<file path="src/design/alr_pkg.sv">
// Shared types and constants for the antialiased line rasterizer.
`timescale 1ns / 1ps
package alr_pkg;
	localparam logic [1:0] PH_FIRST  = 2'd0;
	localparam logic [1:0] PH_SECOND = 2'd1;
	localparam logic [1:0] PH_MIDDLE = 2'd2;

	localparam logic [2:0] CFG_COLOR  = 3'd0;
	localparam logic [2:0] CFG_ENABLE = 3'd1;
	localparam logic [2:0] CFG_LEFT   = 3'd2;
	localparam logic [2:0] CFG_TOP    = 3'd3;
	localparam logic [2:0] CFG_RIGHT  = 3'd4;
	localparam logic [2:0] CFG_BOTTOM = 3'd5;

	localparam logic REQ_LOAD = 1'b0;
	localparam logic REQ_STEP = 1'b1;

	typedef struct packed {
		logic load;
		logic div_step;
		logic finish_load;
		logic emit;
	} alr_cmd_t;

	typedef struct packed {
		logic div_done;
		logic active;
		logic out_busy;
	} alr_status_t;
endpackage

</file>
<file path="src/design/antialiased_line_rasterizer_core.sv">
// Top level of the antialiased line rasterizer.
`timescale 1ns / 1ps
// A load request runs a bit-serial restoring divider for the gradient and produces no
// pixels; a step request, when drawing is enabled and a line is active, yields two pixels
// on consecutive output beats, and the input stays stalled until both have left.
// Configuration is written through cfg_valid/cfg_ready.
module antialiased_line_rasterizer_core import alr_pkg::*; #(
	parameter int COORD_BITS = 12,
	parameter int FRAC_BITS  = 16
) (
	input  logic                  clk,
	input  logic                  arst_n,
	input  logic                  in_valid,
	output logic                  in_stall,
	input  logic                  req_type,
	input  logic [COORD_BITS-1:0] start_x,
	input  logic [COORD_BITS-1:0] start_y,
	input  logic [COORD_BITS-1:0] end_x,
	input  logic [COORD_BITS-1:0] end_y,
	output logic                  out_valid,
	input  logic                  out_stall,
	output logic [12:0]           pixel_x,
	output logic [12:0]           pixel_y,
	output logic [31:0]           pixel_argb,
	output logic                  visible,
	output logic                  last,
	input  logic                  cfg_valid,
	output logic                  cfg_ready,
	input  logic [2:0]            cfg_index,
	input  logic [31:0]           cfg_data
);
	logic [31:0] color_q;
	logic        enable_q;
	logic [11:0] left_q, top_q;
	logic [12:0] right_q, bottom_q;
	alr_cmd_t    cmd;
	alr_status_t status;

	assign cfg_ready = 1'b1;

	always_ff @(posedge clk or negedge arst_n) begin
		if (!arst_n) begin
			color_q <= '1; enable_q <= 1'b1; left_q <= '0; top_q <= '0;
			right_q <= 13'd4096; bottom_q <= 13'd4096;
		end else if (cfg_valid) begin
			case (cfg_index)
				CFG_COLOR:  color_q  <= cfg_data;
				CFG_ENABLE: enable_q <= cfg_data[0];
				CFG_LEFT:   left_q   <= cfg_data[11:0];
				CFG_TOP:    top_q    <= cfg_data[11:0];
				CFG_RIGHT:  right_q  <= cfg_data[12:0];
				CFG_BOTTOM: bottom_q <= cfg_data[12:0];
				default: ;
			endcase
		end
	end

	alr_ctrl u_ctrl (
		.clk, .arst_n, .in_valid, .in_req_type(req_type), .draw_enable(enable_q),
		.status, .in_stall, .cmd
	);

	alr_datapath #(.COORD_BITS(COORD_BITS), .FRAC_BITS(FRAC_BITS)) u_dp (
		.clk, .arst_n, .cmd, .status, .start_x, .start_y, .end_x, .end_y,
		.line_color(color_q), .clip_left(left_q), .clip_top(top_q),
		.clip_right(right_q), .clip_bottom(bottom_q), .out_stall, .out_valid,
		.pixel_x, .pixel_y, .pixel_argb, .visible, .last
	);
endmodule

</file>
<file path="src/design/alr_ctrl.sv">
// Controller state machine for the antialiased line rasterizer.
`timescale 1ns / 1ps
module alr_ctrl import alr_pkg::*; (
	input  logic        clk,
	input  logic        arst_n,
	input  logic        in_valid,
	input  logic        in_req_type,
	input  logic        draw_enable,
	input  alr_status_t status,
	output logic        in_stall,
	output alr_cmd_t    cmd
);
	localparam logic [1:0] ST_IDLE = 2'd0;
	localparam logic [1:0] ST_DIV  = 2'd1;
	localparam logic [1:0] ST_FIN  = 2'd2;

	logic [1:0] state_q;
	logic       take;

	assign in_stall = (state_q != ST_IDLE) || status.out_busy;
	assign take     = in_valid && !in_stall;

	always_comb begin
		cmd = '0;
		cmd.load      = take && (in_req_type == REQ_LOAD);
		cmd.emit      = take && (in_req_type == REQ_STEP) && draw_enable && status.active;
		cmd.div_step  = (state_q == ST_DIV);
		cmd.finish_load = (state_q == ST_FIN);
	end

	always_ff @(posedge clk or negedge arst_n) begin
		if (!arst_n) begin
			state_q <= ST_IDLE;
		end else begin
			case (state_q)
				ST_IDLE: if (cmd.load) state_q <= ST_DIV;
				ST_DIV:  if (status.div_done) state_q <= ST_FIN;
				ST_FIN:  state_q <= ST_IDLE;
				default: state_q <= ST_IDLE;
			endcase
		end
	end
endmodule

</file>
<file path="src/design/alr_datapath.sv">
// Datapath: setup, restoring divider, crossing accumulator and pixel pair output.
`timescale 1ns / 1ps
module alr_datapath import alr_pkg::*; #(
	parameter int COORD_BITS = 12,
	parameter int FRAC_BITS  = 16
) (
	input  logic                  clk,
	input  logic                  arst_n,
	input  alr_cmd_t              cmd,
	output alr_status_t           status,
	input  logic [COORD_BITS-1:0] start_x,
	input  logic [COORD_BITS-1:0] start_y,
	input  logic [COORD_BITS-1:0] end_x,
	input  logic [COORD_BITS-1:0] end_y,
	input  logic [31:0]           line_color,
	input  logic [11:0]           clip_left,
	input  logic [11:0]           clip_top,
	input  logic [12:0]           clip_right,
	input  logic [12:0]           clip_bottom,
	input  logic                  out_stall,
	output logic                  out_valid,
	output logic [12:0]           pixel_x,
	output logic [12:0]           pixel_y,
	output logic [31:0]           pixel_argb,
	output logic                  visible,
	output logic                  last
);
	localparam int CW = COORD_BITS + 1;
	localparam int GW = FRAC_BITS + 2;
	localparam int AW = COORD_BITS + FRAC_BITS + 2;
	localparam int NW = COORD_BITS + FRAC_BITS;
	localparam int DCW = $clog2(NW + 1);
	localparam logic [FRAC_BITS:0] ONE = {1'b1, {FRAC_BITS{1'b0}}};
	localparam logic [FRAC_BITS:0] HALF = {2'b01, {(FRAC_BITS-1){1'b0}}};

	logic              active_q, steep_q, neg_q;
	logic [1:0]        phase_q;
	logic [CW-1:0]     column_q, last_column_q, first_row_q, last_row_q;
	logic [GW-1:0]     gradient_q;
	logic [AW-1:0]     crossing_q;
	logic [NW-1:0]     quo_q;
	logic [COORD_BITS:0] rem_q;
	logic [COORD_BITS-1:0] dmaj_q;
	logic [DCW-1:0]    dcnt_q;

	logic [COORD_BITS-1:0] adx, ady, a0, b0, a1, b1, dmin;
	logic                  stp;
	logic [COORD_BITS:0]   rem_sh;

	always_comb begin
		adx = (end_x >= start_x) ? end_x - start_x : start_x - end_x;
		ady = (end_y >= start_y) ? end_y - start_y : start_y - end_y;
		stp = adx < ady;
		a0 = stp ? start_y : start_x;
		b0 = stp ? start_x : start_y;
		a1 = stp ? end_y : end_x;
		b1 = stp ? end_x : end_y;
		if (a1 < a0) begin
			a0 = stp ? end_y : end_x;
			b0 = stp ? end_x : end_y;
			a1 = stp ? start_y : start_x;
			b1 = stp ? start_x : start_y;
		end
		dmin = (b1 < b0) ? b0 - b1 : b1 - b0;
		rem_sh = {rem_q[COORD_BITS-1:0], quo_q[NW-1]};
	end

	assign status.div_done = (dcnt_q == DCW'(NW - 1));
	assign status.active   = active_q;
	assign status.out_busy = out_valid;

	// magnitude and signed gradient after the division
	logic [GW-1:0] mag, grad_n;
	assign mag    = (dmaj_q == '0) ? '0 : GW'(quo_q);
	assign grad_n = neg_q ? GW'(-mag) : mag;

	// pixel pair
	logic             done;
	logic [CW-1:0]    p_col, p_row;
	logic [FRAC_BITS:0] p_cov, n_cov;
	logic             n_last;
	logic [FRAC_BITS-1:0] frac;
	assign frac = crossing_q[FRAC_BITS-1:0];
	assign done = ({1'b0, column_q} + 1'b1) >= {1'b0, last_column_q};

	always_comb begin
		p_col = column_q;
		p_row = first_row_q;
		p_cov = HALF;
		n_cov = '0;
		n_last = 1'b0;
		case (phase_q)
			PH_FIRST: ;
			PH_SECOND: begin
				p_col = last_column_q;
				p_row = last_row_q;
				n_last = done;
			end
			default: begin
				p_row = crossing_q[FRAC_BITS +: CW];
				p_cov = ONE - {1'b0, frac};
				n_cov = {1'b0, frac};
				n_last = done;
			end
		endcase
	end

	// second pixel held while the first is shown
	logic [CW-1:0]      hold_col_q, hold_row_q, pcol_q, prow_q;
	logic [FRAC_BITS:0] hold_cov_q, pcov_q;
	logic               hold_last_q, plast_q, hold_q, pst_q;

	always_ff @(posedge clk or negedge arst_n) begin
		if (!arst_n) begin
			active_q <= 1'b0; steep_q <= 1'b0; phase_q <= PH_FIRST;
			column_q <= '0; last_column_q <= '0; first_row_q <= '0; last_row_q <= '0;
			gradient_q <= '0; crossing_q <= '0; dcnt_q <= '0;
			neg_q <= 1'b0; dmaj_q <= '0; quo_q <= '0; rem_q <= '0;
			out_valid <= 1'b0; hold_q <= 1'b0;
		end else begin
			if (cmd.load) begin
				steep_q <= stp;
				neg_q <= b1 < b0;
				column_q <= CW'(a0);
				last_column_q <= CW'(a1);
				first_row_q <= CW'(b0);
				last_row_q <= CW'(b1);
				dmaj_q <= a1 - a0;
				quo_q <= {dmin, {FRAC_BITS{1'b0}}};
				rem_q <= '0;
				dcnt_q <= '0;
				phase_q <= PH_FIRST;
				active_q <= 1'b1;
			end
			if (cmd.div_step) begin
				if (rem_sh >= {1'b0, dmaj_q}) begin
					rem_q <= rem_sh - {1'b0, dmaj_q};
					quo_q <= {quo_q[NW-2:0], 1'b1};
				end else begin
					rem_q <= rem_sh;
					quo_q <= {quo_q[NW-2:0], 1'b0};
				end
				dcnt_q <= dcnt_q + 1'b1;
			end
			if (cmd.finish_load) begin
				gradient_q <= grad_n;
				crossing_q <= AW'({first_row_q, {FRAC_BITS{1'b0}}}) + {{(AW-GW){grad_n[GW-1]}}, grad_n};
			end
			if (cmd.emit) begin
				if (phase_q == PH_FIRST) begin
					phase_q <= PH_SECOND;
				end else begin
					column_q <= column_q + 1'b1;
					if (phase_q != PH_SECOND)
						crossing_q <= crossing_q + {{(AW-GW){gradient_q[GW-1]}}, gradient_q};
					if (done) active_q <= 1'b0;
					else if (phase_q == PH_SECOND) phase_q <= PH_MIDDLE;
				end
			end
			if (cmd.emit) begin
				out_valid <= 1'b1;
				hold_q <= 1'b1;
			end else if (out_valid && !out_stall) begin
				out_valid <= hold_q;
				hold_q <= 1'b0;
			end
		end
	end

	always_ff @(posedge clk) begin
		if (cmd.emit) begin
			pcol_q <= p_col; prow_q <= p_row; pcov_q <= p_cov; plast_q <= 1'b0;
			hold_col_q <= p_col; hold_row_q <= p_row + 1'b1;
			hold_cov_q <= n_cov; hold_last_q <= n_last;
			pst_q <= steep_q;
		end else if (out_valid && !out_stall && hold_q) begin
			pcol_q <= hold_col_q; prow_q <= hold_row_q;
			pcov_q <= hold_cov_q; plast_q <= hold_last_q;
		end
	end

	logic [FRAC_BITS+8:0] prod;
	logic [12:0] px, py;
	assign prod = pcov_q * line_color[31:24];
	assign px = 13'(pst_q ? prow_q : pcol_q);
	assign py = 13'(pst_q ? pcol_q : prow_q);
	assign pixel_x = px;
	assign pixel_y = py;
	assign pixel_argb = {prod[FRAC_BITS +: 8], line_color[23:0]};
	assign visible = (px >= {1'b0, clip_left}) && (px < clip_right)
		&& (py >= {1'b0, clip_top}) && (py < clip_bottom);
	assign last = plast_q;
endmodule

</file>
<file path="config.mk">
export PLATFORM = sky130hd
export DESIGN_NAME = antialiased_line_rasterizer_core
export DESIGN_NICKNAME = d
export VERILOG_FILES = /design/src/design/alr_pkg.sv /design/src/design/antialiased_line_rasterizer_core.sv /design/src/design/alr_ctrl.sv /design/src/design/alr_datapath.sv
export SDC_FILE = /design/constraint.sdc
export NUM_CORES = 1
export LEC_CHECK = 0
export ABC_AREA = 1
export BUFFER_PORTS_ARGS = -buffer_cell sky130_fd_sc_hd__clkbuf_2
export CORE_UTILIZATION = 60
export DETAILED_ROUTE_END_ITERATION = 7
export PLACE_DENSITY = 0.79
export SYNTH_ARGS = -nofsm -noshare
export SYNTH_HDL_FRONTEND = slang
export SYNTH_SLANG_ARGS = --single-unit
</file>
<file path="constraint.sdc">
create_clock -name clk -period 7.3 [get_ports clk]
set_input_delay 0.365 -clock clk [delete_from_list [all_inputs] [get_ports clk]]
set_output_delay 0.365 -clock clk [all_outputs]
set_load 0.01 [all_outputs]
</file>
### After elaboration in Yosys (flattened, before gate mapping)

Cells that the tools add are included.

* add/subtract/negate cells: 16
* multiply operators: 1
* magnitude comparators: 11
* eq/ne operators: 12
* multiplexer cells: 55
* bitwise operators: 1
* reductions and logical operators: 29

Operators by type and width (count)
* $mux 12: 14
* $mux 13: 10
* $mux 30: 4
* $sub 12x12->12: 8
* $mux 28: 2
* $mux 17: 3
* $ge 13x12->1: 3
* $lt 12x12->1: 3
* $mux 18: 2
* $add 29x18->30: 1
* $add 30x30->30: 1
* $add 13x1->13 const B: 2
* $lt 13x13->1: 2
* $pmux 13 s2: 1
* $ge 12x12->1: 2
* $mul 17x8->24: 1
* $neg 18->18: 1
* $sub 17x16->17 const A: 1
* $add 13x1->14 const B: 1
* $ge 14x12->1: 1
* $mux 2: 7
* $reduce_and 2->1: 7
* $logic_not 12->1: 1
* $logic_and 1x1->1: 10
* other kinds (19): 37

* register bits after elaboration: 335
* bits of input ports: 89
* logic and storage cells: 158

### Longest topological paths before layout

* depth after elaboration: 10
* gate-level depth with buffers: 56
* gate-level depth less buffers: 48

### Hierarchy

A second synthesis with hierarchy kept.

* cell total of the unflattened synthesis: 3765
* area, all modules: 28130.7 µm²

By module, submodules not included
* alr_datapath: instances 1, cells an instance 3369, area an instance 24622.4 µm²
* antialiased_line_rasterizer_core: instances 1, cells an instance 377, area an instance 3384.5 µm²
* alr_ctrl: instances 1, cells an instance 19, area an instance 123.9 µm²

### Worst setup path before layout

Ideal clock, no wire load.

* path kind: input -> register
* from: input port start_x[9]
* to: register u_dp.quo_q[25]
* setup time: 0.118 ns
* arrival: 7.775 ns
* setup slack: -0.593 ns
* stages on the path: 52
* path buffers: 9
* cell sequence: inv_1 ha_1 a21o_1 a221oi_1 nand2_1 a31oi_1 nand2_1 clkinv_1 o21ai_0 o22ai_1 nand2_1 nand2_1 xnor2_1 inv_1 ha_1 nand2_2 nor2_4 nand2_1 [... 16 more ...] buf_6 buf_4 buf_4 clkbuf_1 nand2_1 o21ai_0 inv_1 ha_1 inv_1 o21ai_0 a21oi_1 nand2_1 nor2_4 nand2_2 nand2_1 nand2_1 nand3_1 nand2_1

* word-level cells in the longest chain between the ends: 10

RTL lines
* start, declared: line antialiased_line_rasterizer_core.sv:16 `input logic [COORD_BITS-1:0] start_x,`
* $sub 12x12->12 or $ge 12x12->1 (tied branches): line alr_datapath.sv:51 `adx = (end_x >= start_x) ? end_x - start_x : start_x - end_x;`
* $mux 12: line alr_datapath.sv:51
* $lt 12x12->1: line alr_datapath.sv:53 `stp = adx < ady;`
* $mux 12 (on tied branches): line alr_datapath.sv:56, alr_datapath.sv:54
* $lt 12x12->1: line alr_datapath.sv:58 `if (a1 < a0) begin`
* $mux 12 *: line alr_datapath.sv:58
* via u_dp.b1[10]: line alr_datapath.sv:46 `logic [COORD_BITS-1:0] adx, ady, a0, b0, a1, b1, dmin;`
* $lt 12x12->1 *: line alr_datapath.sv:64 `dmin = (b1 < b0) ? b0 - b1 : b1 - b0;`
* $mux 12 *: line alr_datapath.sv:64
* $mux 28 *: line alr_datapath.sv:121 `if (cmd.load) begin`
* $mux 28 *: line alr_datapath.sv:135 `if (cmd.div_step) begin`
* end signal, assigned: line alr_datapath.sv:129 `quo_q <= {dmin, {FRAC_BITS{1'b0}}};`
* end signal, assigned: line alr_datapath.sv:138 `quo_q <= {quo_q[NW-2:0], 1'b1};`
* end signal, assigned: line alr_datapath.sv:141 `quo_q <= {quo_q[NW-2:0], 1'b0};`
* end, declared: line alr_datapath.sv:41 `logic [NW-1:0] quo_q;`

The timed path passes the listed nets; every way through them passes the cells marked *. The select of a mux whose other input is x is not followed.
A chain may end at the register's enable or synchronous reset.

### Worst setup path after layout

* from: input port start_x[9]
* to: register u_dp.quo_q[27]

* word-level cells in the longest chain between the ends: 10

RTL lines (line)
* $sub 12x12->12 or $ge 12x12->1 (tied branches): alr_datapath.sv:51
* $mux 12: alr_datapath.sv:51
* $lt 12x12->1: alr_datapath.sv:53
* $mux 12 (on tied branches): alr_datapath.sv:56, alr_datapath.sv:54
* $lt 12x12->1: alr_datapath.sv:58
* $mux 12 *: alr_datapath.sv:58
* via u_dp.b1[1]: alr_datapath.sv:46
* $sub 12x12->12 or $lt 12x12->1 (tied branches): alr_datapath.sv:64
* $mux 12 *: alr_datapath.sv:64
* $mux 28 *: alr_datapath.sv:121
* $mux 28 *: alr_datapath.sv:135

Marked as above.

==> impl_summary.md <==
Synthesis
After synthesis the netlist holds a flip-flop and latch count of 333. The top cell type's share of synthesized area is 0.189. In the synthesized netlist the dominant register cell turns out to be sky130_fd_sc_hd__dfrtp_1. For this run, the register share of the synthesized area comes to 0.317. When the netlist entered floorplanning its net count stood at 4,070. The area of the mapped netlist is 0.0277 mm^2. Synthesis instantiated 72 different standard cells from the library. The number of synthesized flops with an enable pin is 87. The count of mapped cells out of synthesis is 3,643. By area the synthesized netlist is led by sky130_fd_sc_hd__dfrtp_1 19%, sky130_fd_sc_hd__nand2_1 12%, sky130_fd_sc_hd__ha_1 11%. The synthesized area divided by synthesized cell count is 7.62 um^2. The synthesized design spends more area on one cell type than any other, namely sky130_fd_sc_hd__dfrtp_1. The Yosys warning count is 0. After synthesis, the share of flip-flops with an asynchronous set or reset is 0.736.

Worst setup path
Of all nets on the critical path, the largest fanout is 30. For this design, the slowest cell found on the critical path is sky130_fd_sc_hd__fa_1. The arrival time at the worst endpoint is 7.12 ns. Counting stages on the worst path, the most repeated cell is sky130_fd_sc_hd__nand2_1.

The capturing element type of the critical path is a flip-flop. The delay of the slowest cell on the worst path is 0.51 ns. STA classifies the critical path startpoint as a primary input. The worst reg-to-reg path cell count is 33. The required arrival time at the worst endpoint is 7.75 ns. The critical path class is primary input to flip-flop.

Global route
The pin count of the biggest net entering global routing is 156. Summed over all layers, the global routing overflow is 0. met2 is the most crowded layer.

The first global-routing pass estimated 113 mm of wire. The number of global-route vias before repair is 22,900. Across every metal layer, demand over resource in global routing totals 0.295. The routing usage on met1 is 0.409. The met2 track utilization from global routing is 0.480. The number of antenna violations at the first check in global routing came to 0. For this run, global-route usage on met3 was measured as 0.0383.

Drt
The post-detailed-route via-to-cell ratio is 5.53. The final layout contains routed wiring with a total length of 68.7 mm. Dividing the detail-routed wire length by the instance count gives 15.8 um. The DRC violation count after routing is 0. The remaining number of nets flagged by the antenna check after routing is 0. Across all layers, the routed design uses 24,100 vias. The number of iterations in the first detailed-routing pass is 6. The detailed router finished its first iteration with 1,826 violations.

STA
The largest clock skew in the final design is 0.0219 ns. The final-report max-slew violation count is 0. Measured against its own limit, the worst slew margin works out to 0.237. Setup violations remaining at the end of the flow were counted as 0.

Static timing analysis puts the maximum clock frequency at 150 MHz. The number of endpoints with negative hold slack in the final report was 0. After layout, the minimum clock period comes to 6.67 ns. For the pin with the worst max-slew slack, the measured transition is 1.14 ns. Setup total negative slack on the finished layout was measured at 0 ns. Of the available clock period, the critical path in the final layout requires 0.914. Setup repair after global routing left no endpoint under its margin.

Placement
The routability-driven placement congestion ratio is 0.983. In this run the cell area measured after placement is 0.0289 mm^2. Summed over all nets, the half-perimeter wirelength after detailed placement is 52.3 mm. The cell count after placement is 4,280.

The number of port buffers is 150.

Floorplan
The height of the die is 217 um. From left edge to right edge, the die measures 217 um. In this run the count of I/O pins placed on the die edge is 152. The floorplan has 78 rows.

The die covers 0.0471 mm^2. After floorplanning, the core was sized to cover 0.0455 mm^2. The effective utilization at floorplan is 0.610.

Clocking
The worst-case clock buffer depth is 3. After clock tree synthesis, the clock-pin slew on the worst setup and hold paths is 0.06 ns. Clock tree synthesis inserted a total of 39 buffers. The number of clock sinks is 333. Post-CTS timing repair inserted 0 buffers for setup. The CTS tree is done.

For the worst-skew pair, the clock arrives at the later sink with an insertion delay of 0.58 ns. The clock root buffer master is sky130_fd_sc_hd__clkbuf_16. In this run the number of H-tree levels came out at 2.

Layout
From synthesis to final layout, the design area changed by 8.92%. The number of antenna diodes in the final layout is 0. The multi-input combinational cells in the finished layout cover a total of 0.0160 mm^2.

Of the cells placed in the final design, the portion with a size suffix greater than 1 is 0.104. Measured on the finished design, the core utilization comes to 0.664. The post-route cell area is 0.0302 mm^2.

The top cell types in the final layout, fill and taps aside, are 920 x sky130_fd_sc_hd__nand2_1, 583 x sky130_fd_sc_hd__inv_1, 350 x sky130_fd_sc_hd__o21ai_0. The post-layout instance count excluding filler cells is 4,355. The count of nets after finishing is 4,151. The most common library cell in the layout ignoring fill and taps is sky130_fd_sc_hd__nand2_1. The count of filler cells inserted in the layout is 3,900. In the final layout, flip-flops and latches occupy 0.00881 mm^2.

Min path
The worst hold path passes through 2 cells. The class of the tightest hold or removal check is primary input to flip-flop.

Run status
The flow ran to the end, and the final reports show no timing, DRC or antenna violations.

Flow run
The tool flagged a number of max-cap violations equal to 0.
-- layout make-up --
type	count	area share
Clock buffer	55	0.0356
Inverter	591	0.0734
Sequential cell	333	0.291
Multi-Input combinational cell	2561	0.531
Tap cell	600	0.0248
Timing Repair Buffer	198	0.0384
Clock inverter	17	0.00547
-- path summary, 6_finish.rpt --
| kind | startpoint | endpoint | slack [ns] |
|---|---|---|---|
| worst max-delay path | start_x[9] | u_dp.quo_q[27] | 0.63 |
| worst min-delay path | cfg_data[14] | color_q[14] | 0.02 |
| worst max register to register | u_dp.dmaj_q[2] | u_dp.crossing_q[27] | 1.05 |
| worst min register to register | u_dp.last | u_dp.last | 0.47 |
| max in group asynchronous | arst_n | u_dp.quo_q[4] | 5.59 |
| min in group asynchronous | arst_n | bottom_q[10] | 0.37 |
-- metal layers --
layer / up-vias / routed length [um]
met5: - / 0
met4: 0 / 1690
met3: 124 / 3920
met2: 694 / 31600
met1: 11300 / 31500
li1: 12000 / -
-- cells by family (layout without fill, tap and decap cells) --
family,after synthesis,in the layout,share of synthesized area
simple gates,1353,1355,0.204
compound gates,751,751,0.154
mux,24,24,0.00952
other cells,1,1,0.000135
xor+xnor,92,92,0.0290
buf+inv,751,861,0.108
fa+ha+maj,338,338,0.179
flops,333,333,0.317
-- registers in the layout, indices dropped and copies added, names as in the netlist, 13 cells and up --
register         cells
color_q             32
u_dp.crossing_q     29
u_dp.quo_q          28
u_dp.gradient_q     18
u_dp.pcov_q         17
u_dp.hold_cov_q     16
bottom_q            13
right_q             13
u_dp.column_q       13
u_dp.hold_col_q     13
u_dp.hold_row_q     13
u_dp.pcol_q         13
u_dp.prow_q         13
-- synth_stat cells (7+ instances only) --
cell type                    n
sky130_fd_sc_hd__a221oi_1    9
sky130_fd_sc_hd__a31oi_1     9
sky130_fd_sc_hd__nand2_2    24
sky130_fd_sc_hd__o21ai_1    16
sky130_fd_sc_hd__nor3_1     28
sky130_fd_sc_hd__nand2_4     7
sky130_fd_sc_hd__buf_4      28
sky130_fd_sc_hd__nand3_1   106
sky130_fd_sc_hd__mux2_2     19
sky130_fd_sc_hd__a32o_1     12
sky130_fd_sc_hd__buf_1       8
sky130_fd_sc_hd__nor4_1      8
sky130_fd_sc_hd__nand2_1   922
sky130_fd_sc_hd__dfstp_2    35
sky130_fd_sc_hd__a21o_1     13
sky130_fd_sc_hd__dfrtp_1   210
sky130_fd_sc_hd__o21a_1     16
sky130_fd_sc_hd__edfxtp_1   87
sky130_fd_sc_hd__nand4_1    43
sky130_fd_sc_hd__a21oi_1   198
sky130_fd_sc_hd__o22ai_1    34
sky130_fd_sc_hd__o211ai_1   21
sky130_fd_sc_hd__a22oi_1     8
sky130_fd_sc_hd__xor2_1     65
sky130_fd_sc_hd__o21ai_0   353
sky130_fd_sc_hd__nor2_1    181
sky130_fd_sc_hd__clkbuf_1  110
sky130_fd_sc_hd__xnor2_1    27
sky130_fd_sc_hd__or2_2      10
sky130_fd_sc_hd__fa_1       97
sky130_fd_sc_hd__inv_1     585
sky130_fd_sc_hd__ha_1      241
sky130_fd_sc_hd__o21bai_1   14
-- worst max-delay path, delay by kind of cell --
kind / cells / cell delay, ns
simple gates: 23 / 2.64
compound gates: 8 / 1.54
fa+ha+maj: 4 / 1.50
buf+inv: 9 / 0.91
xor+xnor: 1 / 0.12
-- per-stage QoR --
step	hold WS, ns	setup WS (ns)
floorplan	0.0694	0.0192
global placement	0.407	0.188
detailed placement	0.412	-0.00933
CTS	0.00324	0.563
global route	0.0215	0.0684
finish	0.0242	0.628
-- repair_timing --
action / 4_1_cts / 5_1_grt
hold endpoints to repair: 83 / 0
resized for setup: 0 / 5
endpoints found under the setup margin: 0 / 12
hold buffers: 1 / 0
Power is left out: the tool's default activity adds up to more than one toggle a clock period on the data nets, which glitch-free logic cannot reach.
